$ cat src/sv/arf_pkg.sv
// Shared types and constants for the core register file.
package arf_pkg;

   // Register file geometry
   localparam int unsigned NUM_GEN_REGS = 13;
   localparam logic [3:0]  REG_SP       = 4'd13;
   localparam logic [3:0]  REG_LR       = 4'd14;
   localparam logic [3:0]  REG_PC       = 4'd15;

   // Reset values
   localparam logic [31:0] LINK_RESET   = 32'hFFFF_FFFF;

   // CSR map
   localparam logic        CSR_LINK_RESET_SEL = 1'b0;

   // Request kinds carried in req_tuser
   typedef enum logic [3:0] {
      REQ_READ_REG    = 4'd0,
      REQ_WRITE_REG   = 4'd1,
      REQ_WRITE_FLAGS = 4'd2,
      REQ_SET_NZ      = 4'd3,
      REQ_READ_XPSR   = 4'd4,
      REQ_WRITE_APSR  = 4'd5,
      REQ_WRITE_XPSR  = 4'd6,
      REQ_CONDITION   = 4'd7,
      REQ_SET_SSEL    = 4'd8
   } req_kind_type;

   // Condition groups (condition code bits 3:1)
   typedef enum logic [2:0] {
      COND_EQ = 3'd0,
      COND_CS = 3'd1,
      COND_MI = 3'd2,
      COND_VS = 3'd3,
      COND_HI = 3'd4,
      COND_GE = 3'd5,
      COND_GT = 3'd6,
      COND_AL = 3'd7
   } cond_group_type;

   localparam logic [3:0] COND_ALWAYS_ALT = 4'hF;

   // One request transaction
   typedef struct packed {
      req_kind_type kind;
      logic [3:0]   reg_index;
      logic [31:0]  write_value;
      logic [3:0]   flags_in;
      logic [3:0]   condition_code;
      logic         stack_select_in;
   } req_item_type;

   // One response transaction
   typedef struct packed {
      logic [31:0] read_data;
      logic        condition_passed;
      logic [3:0]  flags_out;
   } rsp_item_type;

endpackage

$ cat src/sv/arf_csr.sv
// APB-style configuration registers of the core register file.
module arf_csr (
   input  logic        clock,
   input  logic        reset,
   input  logic        csr_psel,
   input  logic        csr_penable,
   input  logic        csr_pwrite,
   input  logic [2:0]  csr_paddr,
   input  logic [31:0] csr_pwdata,
   output logic [31:0] csr_prdata,
   output logic        csr_pready
);

   logic [31:0] link_cfg_ff;
   logic [31:0] link_cfg_in;
   logic        wr_en;

   assign csr_pready = 1'b1;
   assign wr_en = csr_psel && csr_penable && csr_pwrite && csr_pready
                  && (csr_paddr[2] == arf_pkg::CSR_LINK_RESET_SEL);

   // Link reset value register
   always_comb begin
      link_cfg_in = link_cfg_ff;
      if (wr_en) begin
         link_cfg_in = csr_pwdata;
      end
   end

   always_ff @(posedge clock) begin
      if (reset) begin
         link_cfg_ff <= arf_pkg::LINK_RESET;
      end else begin
         link_cfg_ff <= link_cfg_in;
      end
   end

   // Read back
   assign csr_prdata = (csr_paddr[2] == arf_pkg::CSR_LINK_RESET_SEL) ? link_cfg_ff : 32'd0;

endmodule

$ cat src/sv/arf_cond_check.sv
// Condition code evaluation against the current flags.
module arf_cond_check (
   input  logic [3:0] flags,
   input  logic [3:0] code,
   output logic       passed
);

   logic fn, fz, fc, fv;
   logic base;

   assign fn = flags[3];
   assign fz = flags[2];
   assign fc = flags[1];
   assign fv = flags[0];

   // Even code of each pair
   always_comb begin
      case (arf_pkg::cond_group_type'(code[3:1]))
         arf_pkg::COND_EQ: base = fz;
         arf_pkg::COND_CS: base = fc;
         arf_pkg::COND_MI: base = fn;
         arf_pkg::COND_VS: base = fv;
         arf_pkg::COND_HI: base = fc && !fz;
         arf_pkg::COND_GE: base = (fn == fv);
         arf_pkg::COND_GT: base = (fn == fv) && !fz;
         default:          base = 1'b1;
      endcase
   end

   // Odd codes invert, except the second always code
   assign passed = (code[0] && (code != arf_pkg::COND_ALWAYS_ALT)) ? !base : base;

endmodule

$ cat src/sv/arf_core_regs.sv
// Core registers, PSR state and per-request execution logic.
module arf_core_regs (
   input  logic                  clock,
   input  logic                  reset,
   input  logic                  exec,
   input  arf_pkg::req_item_type req,
   output arf_pkg::rsp_item_type rsp
);

   logic [31:0] gen_ff [arf_pkg::NUM_GEN_REGS];
   logic [31:0] gen_in [arf_pkg::NUM_GEN_REGS];
   logic [31:0] pc_ff, pc_in;
   logic [31:0] lr_ff, lr_in;
   logic [31:0] msp_ff, msp_in;
   logic [31:0] psp_ff, psp_in;
   logic [3:0]  flags_ff, flags_in;
   logic        thumb_ff, thumb_in;
   logic [8:0]  exc_ff, exc_in;
   logic        ssel_ff, ssel_in;

   logic        use_main;
   logic        is_gen;
   logic [31:0] reg_rdata;
   logic [31:0] xpsr;
   logic [31:0] sp_wdata;
   logic        cond_pass;

   assign use_main = (exc_ff != 9'd0) || !ssel_ff;
   assign is_gen   = (req.reg_index < 4'(arf_pkg::NUM_GEN_REGS));
   assign sp_wdata = {req.write_value[31:2], 2'b00};
   assign xpsr     = {flags_ff, 3'b000, thumb_ff, 15'd0, exc_ff};

   // Register read mux
   always_comb begin
      if (is_gen) begin
         reg_rdata = gen_ff[req.reg_index];
      end else begin
         case (req.reg_index)
            arf_pkg::REG_SP: reg_rdata = use_main ? msp_ff : psp_ff;
            arf_pkg::REG_LR: reg_rdata = lr_ff;
            default:         reg_rdata = pc_ff;
         endcase
      end
   end

   arf_cond_check u_cond (
      .flags  (flags_ff),
      .code   (req.condition_code),
      .passed (cond_pass)
   );

   // Next state for one request
   always_comb begin
      gen_in   = gen_ff;
      pc_in    = pc_ff;
      lr_in    = lr_ff;
      msp_in   = msp_ff;
      psp_in   = psp_ff;
      flags_in = flags_ff;
      thumb_in = thumb_ff;
      exc_in   = exc_ff;
      ssel_in  = ssel_ff;
      case (req.kind)
         arf_pkg::REQ_WRITE_REG: begin
            if (is_gen) begin
               gen_in[req.reg_index] = req.write_value;
            end else begin
               case (req.reg_index)
                  arf_pkg::REG_SP: begin
                     if (use_main) begin
                        msp_in = sp_wdata;
                     end else begin
                        psp_in = sp_wdata;
                     end
                  end
                  arf_pkg::REG_LR: lr_in = req.write_value;
                  default:         pc_in = req.write_value;
               endcase
            end
         end
         arf_pkg::REQ_WRITE_FLAGS: flags_in = req.flags_in;
         arf_pkg::REQ_SET_NZ: begin
            flags_in = {req.write_value[31], (req.write_value == 32'd0), flags_ff[1:0]};
         end
         arf_pkg::REQ_WRITE_APSR: flags_in = req.write_value[31:28];
         arf_pkg::REQ_WRITE_XPSR: begin
            flags_in = req.write_value[31:28];
            thumb_in = req.write_value[24];
            exc_in   = req.write_value[8:0];
         end
         arf_pkg::REQ_SET_SSEL: ssel_in = req.stack_select_in;
         default: ;
      endcase
   end

   // Result of the request
   always_comb begin
      rsp.read_data        = 32'd0;
      rsp.condition_passed = 1'b0;
      rsp.flags_out        = flags_in;
      case (req.kind)
         arf_pkg::REQ_READ_REG:  rsp.read_data = reg_rdata;
         arf_pkg::REQ_READ_XPSR: rsp.read_data = xpsr;
         arf_pkg::REQ_CONDITION: rsp.condition_passed = cond_pass;
         default: ;
      endcase
   end

   // State registers
   always_ff @(posedge clock) begin
      if (reset) begin
         for (int i = 0; i < arf_pkg::NUM_GEN_REGS; i++) begin
            gen_ff[i] <= 32'd0;
         end
         pc_ff    <= 32'd0;
         lr_ff    <= arf_pkg::LINK_RESET;
         msp_ff   <= 32'd0;
         psp_ff   <= 32'd0;
         flags_ff <= 4'd0;
         thumb_ff <= 1'b1;
         exc_ff   <= 9'd0;
         ssel_ff  <= 1'b0;
      end else if (exec) begin
         gen_ff   <= gen_in;
         pc_ff    <= pc_in;
         lr_ff    <= lr_in;
         msp_ff   <= msp_in;
         psp_ff   <= psp_in;
         flags_ff <= flags_in;
         thumb_ff <= thumb_in;
         exc_ff   <= exc_in;
         ssel_ff  <= ssel_in;
      end
   end

endmodule

$ cat src/sv/armv6m_register_file_core.sv
// Flow: a request is registered at acceptance and executed from the request register
// once the response register is free; its response is then held in the response register.
// Throughput: one request per cycle while the output is not stalled, set by the
// single execute step between the request register and the response register; state updates in that step.
// Reset: synchronous, active high; clears all core registers to zero, link
// register and its CSR to all ones, thumb bit to one, and empties both stages.
module armv6m_register_file_core (
   input  logic        clock,
   input  logic        reset,
   // request channel
   input  logic        req_tvalid,
   output logic        req_tready,
   input  logic [47:0] req_tdata,  // reg_index[3:0], write_value[35:4], flags_in[39:36],
                                   // condition_code[43:40], stack_select_in[44], zero pad
   input  logic [3:0]  req_tuser,  // req_type[3:0]
   // response channel
   output logic        rsp_tvalid,
   input  logic        rsp_tready,
   output logic [39:0] rsp_tdata,  // read_data[31:0], condition_passed[32],
                                   // flags_out[36:33], zero pad
   // configuration port
   input  logic        csr_psel,
   input  logic        csr_penable,
   input  logic        csr_pwrite,
   input  logic [2:0]  csr_paddr,
   input  logic [31:0] csr_pwdata,
   output logic [31:0] csr_prdata,
   output logic        csr_pready
);

   logic                  in_valid_ff, in_valid_in;
   arf_pkg::req_item_type in_req_ff, in_req_in;
   logic                  out_valid_ff, out_valid_in;
   arf_pkg::rsp_item_type out_rsp_ff, out_rsp_in;
   arf_pkg::rsp_item_type exec_rsp;
   logic                  out_free;
   logic                  advance;
   logic                  req_take;

   // Handshake and stage movement
   assign out_free   = !out_valid_ff || rsp_tready;
   assign advance    = in_valid_ff && out_free;
   assign req_tready = !in_valid_ff || advance;
   assign req_take   = req_tvalid && req_tready;

   // Request register
   always_comb begin
      in_valid_in = in_valid_ff;
      in_req_in   = in_req_ff;
      if (req_take) begin
         in_valid_in               = 1'b1;
         in_req_in.kind            = arf_pkg::req_kind_type'(req_tuser);
         in_req_in.reg_index       = req_tdata[3:0];
         in_req_in.write_value     = req_tdata[35:4];
         in_req_in.flags_in        = req_tdata[39:36];
         in_req_in.condition_code  = req_tdata[43:40];
         in_req_in.stack_select_in = req_tdata[44];
      end else if (advance) begin
         in_valid_in = 1'b0;
      end
   end

   arf_core_regs u_core (
      .clock (clock),
      .reset (reset),
      .exec  (advance),
      .req   (in_req_ff),
      .rsp   (exec_rsp)
   );

   // Response register
   always_comb begin
      out_valid_in = out_valid_ff;
      out_rsp_in   = out_rsp_ff;
      if (advance) begin
         out_valid_in = 1'b1;
         out_rsp_in   = exec_rsp;
      end else if (rsp_tready) begin
         out_valid_in = 1'b0;
      end
   end

   always_ff @(posedge clock) begin
      if (reset) begin
         in_valid_ff  <= 1'b0;
         out_valid_ff <= 1'b0;
      end else begin
         in_valid_ff  <= in_valid_in;
         out_valid_ff <= out_valid_in;
      end
   end

   always_ff @(posedge clock) begin
      in_req_ff  <= in_req_in;
      out_rsp_ff <= out_rsp_in;
   end

   assign rsp_tvalid = out_valid_ff;
   assign rsp_tdata  = {3'd0, out_rsp_ff.flags_out, out_rsp_ff.condition_passed,
                        out_rsp_ff.read_data};

   arf_csr u_csr (
      .clock       (clock),
      .reset       (reset),
      .csr_psel    (csr_psel),
      .csr_penable (csr_penable),
      .csr_pwrite  (csr_pwrite),
      .csr_paddr   (csr_paddr),
      .csr_pwdata  (csr_pwdata),
      .csr_prdata  (csr_prdata),
      .csr_pready  (csr_pready)
   );

   // An executed request always shows up as a response next cycle
   a_exec_to_rsp: assert property (@(posedge clock) disable iff (reset)
      advance |=> rsp_tvalid)
      else $error("executed request produced no response");

   // A held request blocks new ones while the output is stalled
   a_hold_blocks: assert property (@(posedge clock) disable iff (reset)
      (in_valid_ff && out_valid_ff && !rsp_tready) |-> !req_tready)
      else $error("request accepted while request stage is blocked");

   // Reset empties both stages
   a_reset_empty: assert property (@(posedge clock)
      reset |=> (!in_valid_ff && !rsp_tvalid))
      else $error("stages not empty after reset");

endmodule

$ cat config.mk
export PLATFORM = sky130hd
export DESIGN_NAME = armv6m_register_file_core
export DESIGN_NICKNAME = d
export VERILOG_FILES = /design/src/sv/arf_pkg.sv /design/src/sv/arf_csr.sv /design/src/sv/arf_cond_check.sv /design/src/sv/arf_core_regs.sv /design/src/sv/armv6m_register_file_core.sv
export SDC_FILE = /design/constraint.sdc
export NUM_CORES = 2
export LEC_CHECK = 0
export BUFFER_PORTS_ARGS = -buffer_cell sky130_fd_sc_hd__buf_4
export CAP_MARGIN = 0
export CELL_PAD_IN_SITES_DETAIL_PLACEMENT = 1
export CELL_PAD_IN_SITES_GLOBAL_PLACEMENT = 2
export CORE_ASPECT_RATIO = 0.75
export CORE_MARGIN = 3
export CORE_UTILIZATION = 38
export DETAILED_ROUTE_END_ITERATION = 7
export GPL_TIMING_DRIVEN = 1
export HOLD_SLACK_MARGIN = 0.12
export PLACE_DENSITY = 0.84
export SETUP_SLACK_MARGIN = 0.15
export SLEW_MARGIN = 5
export SYNTH_ARGS = -nofsm -noshare
export SYNTH_HDL_FRONTEND = slang
export SYNTH_SLANG_ARGS = --single-unit
$ cat constraint.sdc
create_clock -name clock -period 3.77 [get_ports clock]
set_clock_uncertainty 0.1 [all_clocks]
set_input_delay 0.1885 -clock clock [delete_from_list [all_inputs] [get_ports clock]]
set_output_delay 0.1885 -clock clock [all_outputs]
set_load 0.005 [all_outputs]
# Yosys cells after proc, flatten, opt, wreduce, memory -nomap -nowiden

Cells that the tools add are included.
W data, S select, Z words.

$lt $le $gt $ge: 3
Reductions and logical operators: 32
Equal/unequal tests: 18
Bitwise gates (word level): 5
Mux-type cells: 18

Operators by type and width:

| cell                 | count |
|---|---|
| $bwmux W416          | 1 |
| $mux W32             | 6 |
| $bmux W32 S4         | 1 |
| $demux W32 S4        | 1 |
| $pmux W32 S2         | 2 |
| $logic_not A32 Y1    | 1 |
| $eq A4 B3 Y1 const B | 4 |
| $eq A4 B4 Y1 const B | 3 |
| $pmux W4 S3          | 1 |
| $reduce_and A5 Y1    | 2 |
| $eq A3 B3 Y1 const B | 3 |
| $logic_and A1 B1 Y1  | 9 |
| $reduce_bool A9 Y1   | 1 |
| $eq A4 B2 Y1 const B | 2 |
| $reduce_and A4 Y1    | 2 |
| $pmux W1 S7          | 1 |
| $eq A3 B2 Y1 const B | 2 |
| $ge A5 B5 Y1 const B | 1 |
| $logic_not A1 Y1     | 5 |
| $lt A5 B1 Y1 const B | 1 |
| $mux W1              | 5 |
| $not A4 Y5           | 1 |
| $eq A4 B1 Y1 const B | 1 |
| $logic_not A4 Y1     | 1 |
| other kinds (11)     | 19 |

Input port bits: 94
Register bits after elaboration: 675
Logic and storage cells: 109

# Logic depth before layout (Yosys ltp)

Depth after elaboration: 6
Gate-level depth with buffers: 9

# By module

A second synthesis with hierarchy kept.

Cell total of the unflattened synthesis: 3218
Area total of the unflattened synthesis: 29144.2 µm²

By module, submodules not included:

| module                    | seq. area each (µm²) | area an instance (µm²) | times used | cells each |
|---|---|---|---|---|
| arf_core_regs             | 11110.7              | 24763.8                | 1          | 2923 |
| armv6m_register_file_core | 2622.5               | 2712.6                 | 1          | 100 |
| arf_csr                   | 640.6                | 1537.7                 | 1          | 177 |
| arf_cond_check            | 0.0                  | 130.1                  | 1          | 18 |

# Least setup slack after synthesis

Ideal clock, no wire load.

Path kind: reg-to-reg
From: reg out_valid_ff, in the netlist rsp_tvalid
To: reg u_core.exc_ff[8]
Arrival: 2526 ps
Library setup time: 128 ps
Stages on the path, launching flop included: 8
Path buffers: 1
Period minus slack after synthesis: 2753 ps
Setup slack: 1017 ps
Path through: dfxtp_1 > nand2b_1 > nand2_1 > clkinv_1 > nand3b_1 > buf_1 > mux2i_1 > nor2_1

Longest elaborated chain between the ends: 4

Ends and longest elaborated chain:

| what                               | line                            | RTL |
|---|---|---|
| from (decl)                        | armv6m_register_file_core.sv:33 | `logic out_valid_ff, out_valid_in;` |
| from (signal assigned)             | armv6m_register_file_core.sv:89 | `out_valid_ff <= out_valid_in;` |
| $logic_not A1 Y1                   | armv6m_register_file_core.sv:41 | `assign out_free = !out_valid_ff \|\| rsp_tready;` |
| $logic_or A1 B1 Y1                 | armv6m_register_file_core.sv:41 |  |
| $logic_and A1 B1 Y1                | armv6m_register_file_core.sv:42 | `assign advance = in_valid_ff && out_free;` |
| via advance                        | armv6m_register_file_core.sv:37 | `logic advance;` |
| $reduce_and A2 Y1 (no source line) | -                               |  |
| to (signal assigned)               | arf_core_regs.sv:131            | `exc_ff <= exc_in;` |
| to (decl)                          | arf_core_regs.sv:18             | `logic [8:0] exc_ff, exc_in;` |

The timed path passes the listed nets, and every way through them passes these cells.
A chain may end at the register's enable or synchronous reset.

# Final worst setup path

From: reg in_req_ff[46] in the netlist's numbering
To: reg u_core.gen_ff[172] in the netlist's numbering

Longest elaborated chain between the ends: 2

Ends and longest elaborated chain:

| what                               | line                            | RTL |
|---|---|---|
| from (decl)                        | armv6m_register_file_core.sv:32 | `arf_pkg::req_item_type in_req_ff, in_req_in;` |
| from (signal assigned)             | armv6m_register_file_core.sv:94 | `in_req_ff <= in_req_in;` |
| $eq A4 B1 Y1                       | arf_core_regs.sv:63             | `case (req.kind)` |
| $reduce_and A3 Y1 (no source line) | -                               |  |
| to (signal assigned)               | arf_core_regs.sv:124            | `gen_ff <= gen_in;` |
| to (decl)                          | arf_core_regs.sv:10             | `logic [31:0] gen_ff [arf_pkg::NUM_GEN_REGS];` |

No other way between the ends.

==> results.json <==
{
  "status": "complete, no violations",
  "period_minus_slack_ns": 3.220,
  "area_growth_syn_to_layout_pct": 18.25,
  "initial_core_util": 0.3873,
  "wl_um": 108400,
  "timing.final.crit_share": 0.8542,
  "io_buffers": 159,
  "cp.required_ns": 4.15,
  "routabilityCongestion": 0.8264,
  "r2r_start": "in_req_ff[46]$_DFFE_PP_",
  "syn-cell-area_um2": 28750,
  "tightest_slew_ns": 1.264,
  "dieArea_um2": 79040,
  "rsz0062_at_grt": "no",
  "synth_edf_count": 86,
  "ys_warn_count": 0,
  "cts_sinks": 675,
  "reg2reg_slack_ns": 0.55,
  "floorplan.rows": 86,
  "hpwl_um": 65660,
  "synth_area_per_cell_um2": 8.627,
  "finalSetupTns_ns": 0,
  "finalHoldViolCount": 0,
  "stdcell_count": 4461,
  "regArea_um2": 14370,
  "placedCellCount": 4222,
  "cp-end-kind": "flip-flop",
  "path_max_fanout": 23,
  "cts_made_buffers": 69,
  "clkLatencyLatePin_ns": 0.63,
  "yosys_register_bits": 675,
  "setup_violations": 0,
  "async_flop_share": 0,
  "final_common_cell": "nand2_1",
  "relSlewSlack": 0.1576,
  "clkTransAtPathRegs_ns": 0.06,
  "post-route-util": 0.4580,
  "p_per_area_nw_per_um2": 453.1,
  "crit_path_start_kind": "flip-flop",
  "worstSetupStartpoint": "in_req_ff[46]$_DFFE_PP_",
  "grt_max_degree": 109,
  "synthCells": 3333,
  "wl_per_cell_um": 24.30,
  "yosysUniqueCellTypes": 58,
  "grt_pass1_vias": 26962,
  "grt_first_pass_wirelength_um": 163300,
  "p_leak_nw": 11.58,
  "critical_path_arrival_ns": 3.60,
  "mostFrequentLayoutCells": "1155 x nand2_1, 589 x dfxtp_1, 546 x a21oi_1",
  "ys.flop_type": "dfxtp_1",
  "ant_nets": 0,
  "min_from": "csr_penable",
  "htreeDepth": 3,
  "drc_errors": 0,
  "core_area_um2": 74250,
  "gr-usage-all-layers": 0.2707,
  "fin_nets": 3533,
  "die_w_um": 323.6,
  "cts-root-buf": "clkbuf_16",
  "post_cts_buffers": 0,
  "post_cts_resized": 0,
  "antenna_found_initial": 2,
  "path_class": "flip-flop to flip-flop",
  "fin_hold_ws_ns": 0.1730,
  "num_antenna_cells": 0,
  "multi_input_area_um2": 12920,
  "tritoncts": "built",
  "drt_first_iter_violations": 1883,
  "maxCapViolations": 0,
  "vias_per_cell": 5.710,
  "yosysSeqAreaShare": 0.4999,
  "max_freq_mhz": 310.5,
  "cts_max_path_buffers": 3,
  "slew_viol_final": 0,
  "dr_total_vias": 25472,
  "n_fill_cell": 8597,
  "ios": 169,
  "peakVddDrop_mv": 0.2860,
  "holdCritPathClass": "input port to flip-flop",
  "die_h_um": 244.2,
  "first_pass_iters": 7,
  "grt.overflow.total": 0,
  "drive_above_1_share": 0.1426
}
[flip-flops by register name (all words and copies together) (netlist names)]
register           flops
in_valid_ff            1
u_csr.link_cfg_ff     32
u_core.flags_ff        4
u_core.msp_ff         30
u_core.ssel_ff         1
rsp_tdata             37
in_req_ff             49
u_core.pc_ff          32
u_core.gen_ff        416
u_core.lr_ff          32
rsp_tvalid             1
u_core.thumb_ff        1
u_core.exc_ff          9
u_core.psp_ff         30
[worst max-delay path: stages (launching register included)]
cell and delay, ns:
edfxtp_1 0.59, nor4b_4 0.48, nand3_2 0.45, or3_1 0.81
buf_4 0.40, nand2_1 0.13, a21oi_1 0.08
[Yosys cell counts (5+ instances only)]
master,instances,area [um^2]
a211oi_2,5,62.56
o21ai_0,9,45.04
nand2b_1,5,31.28
nor2b_1,87,544.3
nor2_1,48,180.2
buf_1,7,26.28
nand4_1,13,81.33
a31oi_1,11,68.82
a22oi_1,33,247.7
dfxtp_1,589,11790
clkbuf_1,216,810.8
buf_2,72,360.4
or3_1,12,75.07
mux2i_1,65,650.6
nand2_1,1156,4339
a22o_1,12,105.1
a21oi_2,6,52.55
o221ai_1,12,105.1
buf_4,33,247.7
nor3_4,9,146.4
a211o_1,34,297.8
mux2_4,5,75.07
nand3_1,14,70.07
a21oi_1,546,2733
or2_2,7,43.79
a211oi_1,35,262.8
a2bb2oi_1,14,122.6
mux4_2,70,1577
mux2_2,24,270.3
nand3b_1,35,262.8
nor4_1,18,112.6
edfxtp_1,86,2582
[power breakdown]
group | total, W | internal (W) | leakage, nW | switching [W]
logic | 0.000895 | 0.000366 | 4.90 | 0.000529
registers | 0.00754 | 0.00735 | 5.56 | 0.000181
clock network | 0.00697 | 0.00397 | 1.12 | 0.00300
total | 0.0154 | 0.0117 | 11.6 | 0.00371
[timing repair]
item,CTS,global route
hold buffers,114,0
setup endpoints to repair,0,0
hold endpoints to repair,183,0
[path summary, 6_finish.rpt]
kind / depth (start not counted) / endpoint
setup reg to reg: 6 / u_core.gen_ff[172]$_SDFFE_PP0P_
hold reg to reg: 2 / u_core.psp_ff[14]$_SDFFE_PP0P_
hold / removal: 5 / u_csr.link_cfg_ff[27]$_SDFFE_PP1P_
setup / recovery: 6 / u_core.gen_ff[172]$_SDFFE_PP0P_
[layer usage]
| layer | global-route usage | vias to the layer above | wire (um) | part of all wire |
|---|---|---|---|---|
| li1 | - | 11462 | - | - |
| met1 | 0.3547 | 12996 | 46270 | 0.43 |
| met2 | 0.4448 | 814 | 51210 | 0.47 |
| met3 | 0.05022 | 198 | 7139 | 0.066 |
| met4 | 0.1004 | 2 | 3786 | 0.035 |
| met5 | 0 | - | 8 | 0.000074 |
[through the flow]
step	worst slack (ns)	instance area [um^2]	total power, W
final	0.5495	34000	0.01541
after global routing	0.4478	34000	0.01588
after CTS	0.5921	34000	0.01550
after detailed placement	0.5942	30600	0.008482
after global placement	0.6753	30600	0.008455
after floorplan	1.017	28760	0.008059
[layout make-up]
cell class                 instances  share of cell area
clock buffer                     109             0.06282
clock inverter                    16            0.003790
inverter                           5           0.0005520
multi-input combinational       2322              0.3799
sequential                       675              0.4227
tap                              968             0.03562
timing repair buffer             366             0.09457
[logic make-up after synthesis]
logic type	after synthesis	synth area share
simple gates	1423	0.2105
compound gates	728	0.1459
flops	675	0.4999
buf+inv	338	0.05300
mux	164	0.08946
xor+xnor	3	0.0009140
other cells	2	0.0002612
(Power assumes the default switching activity.)
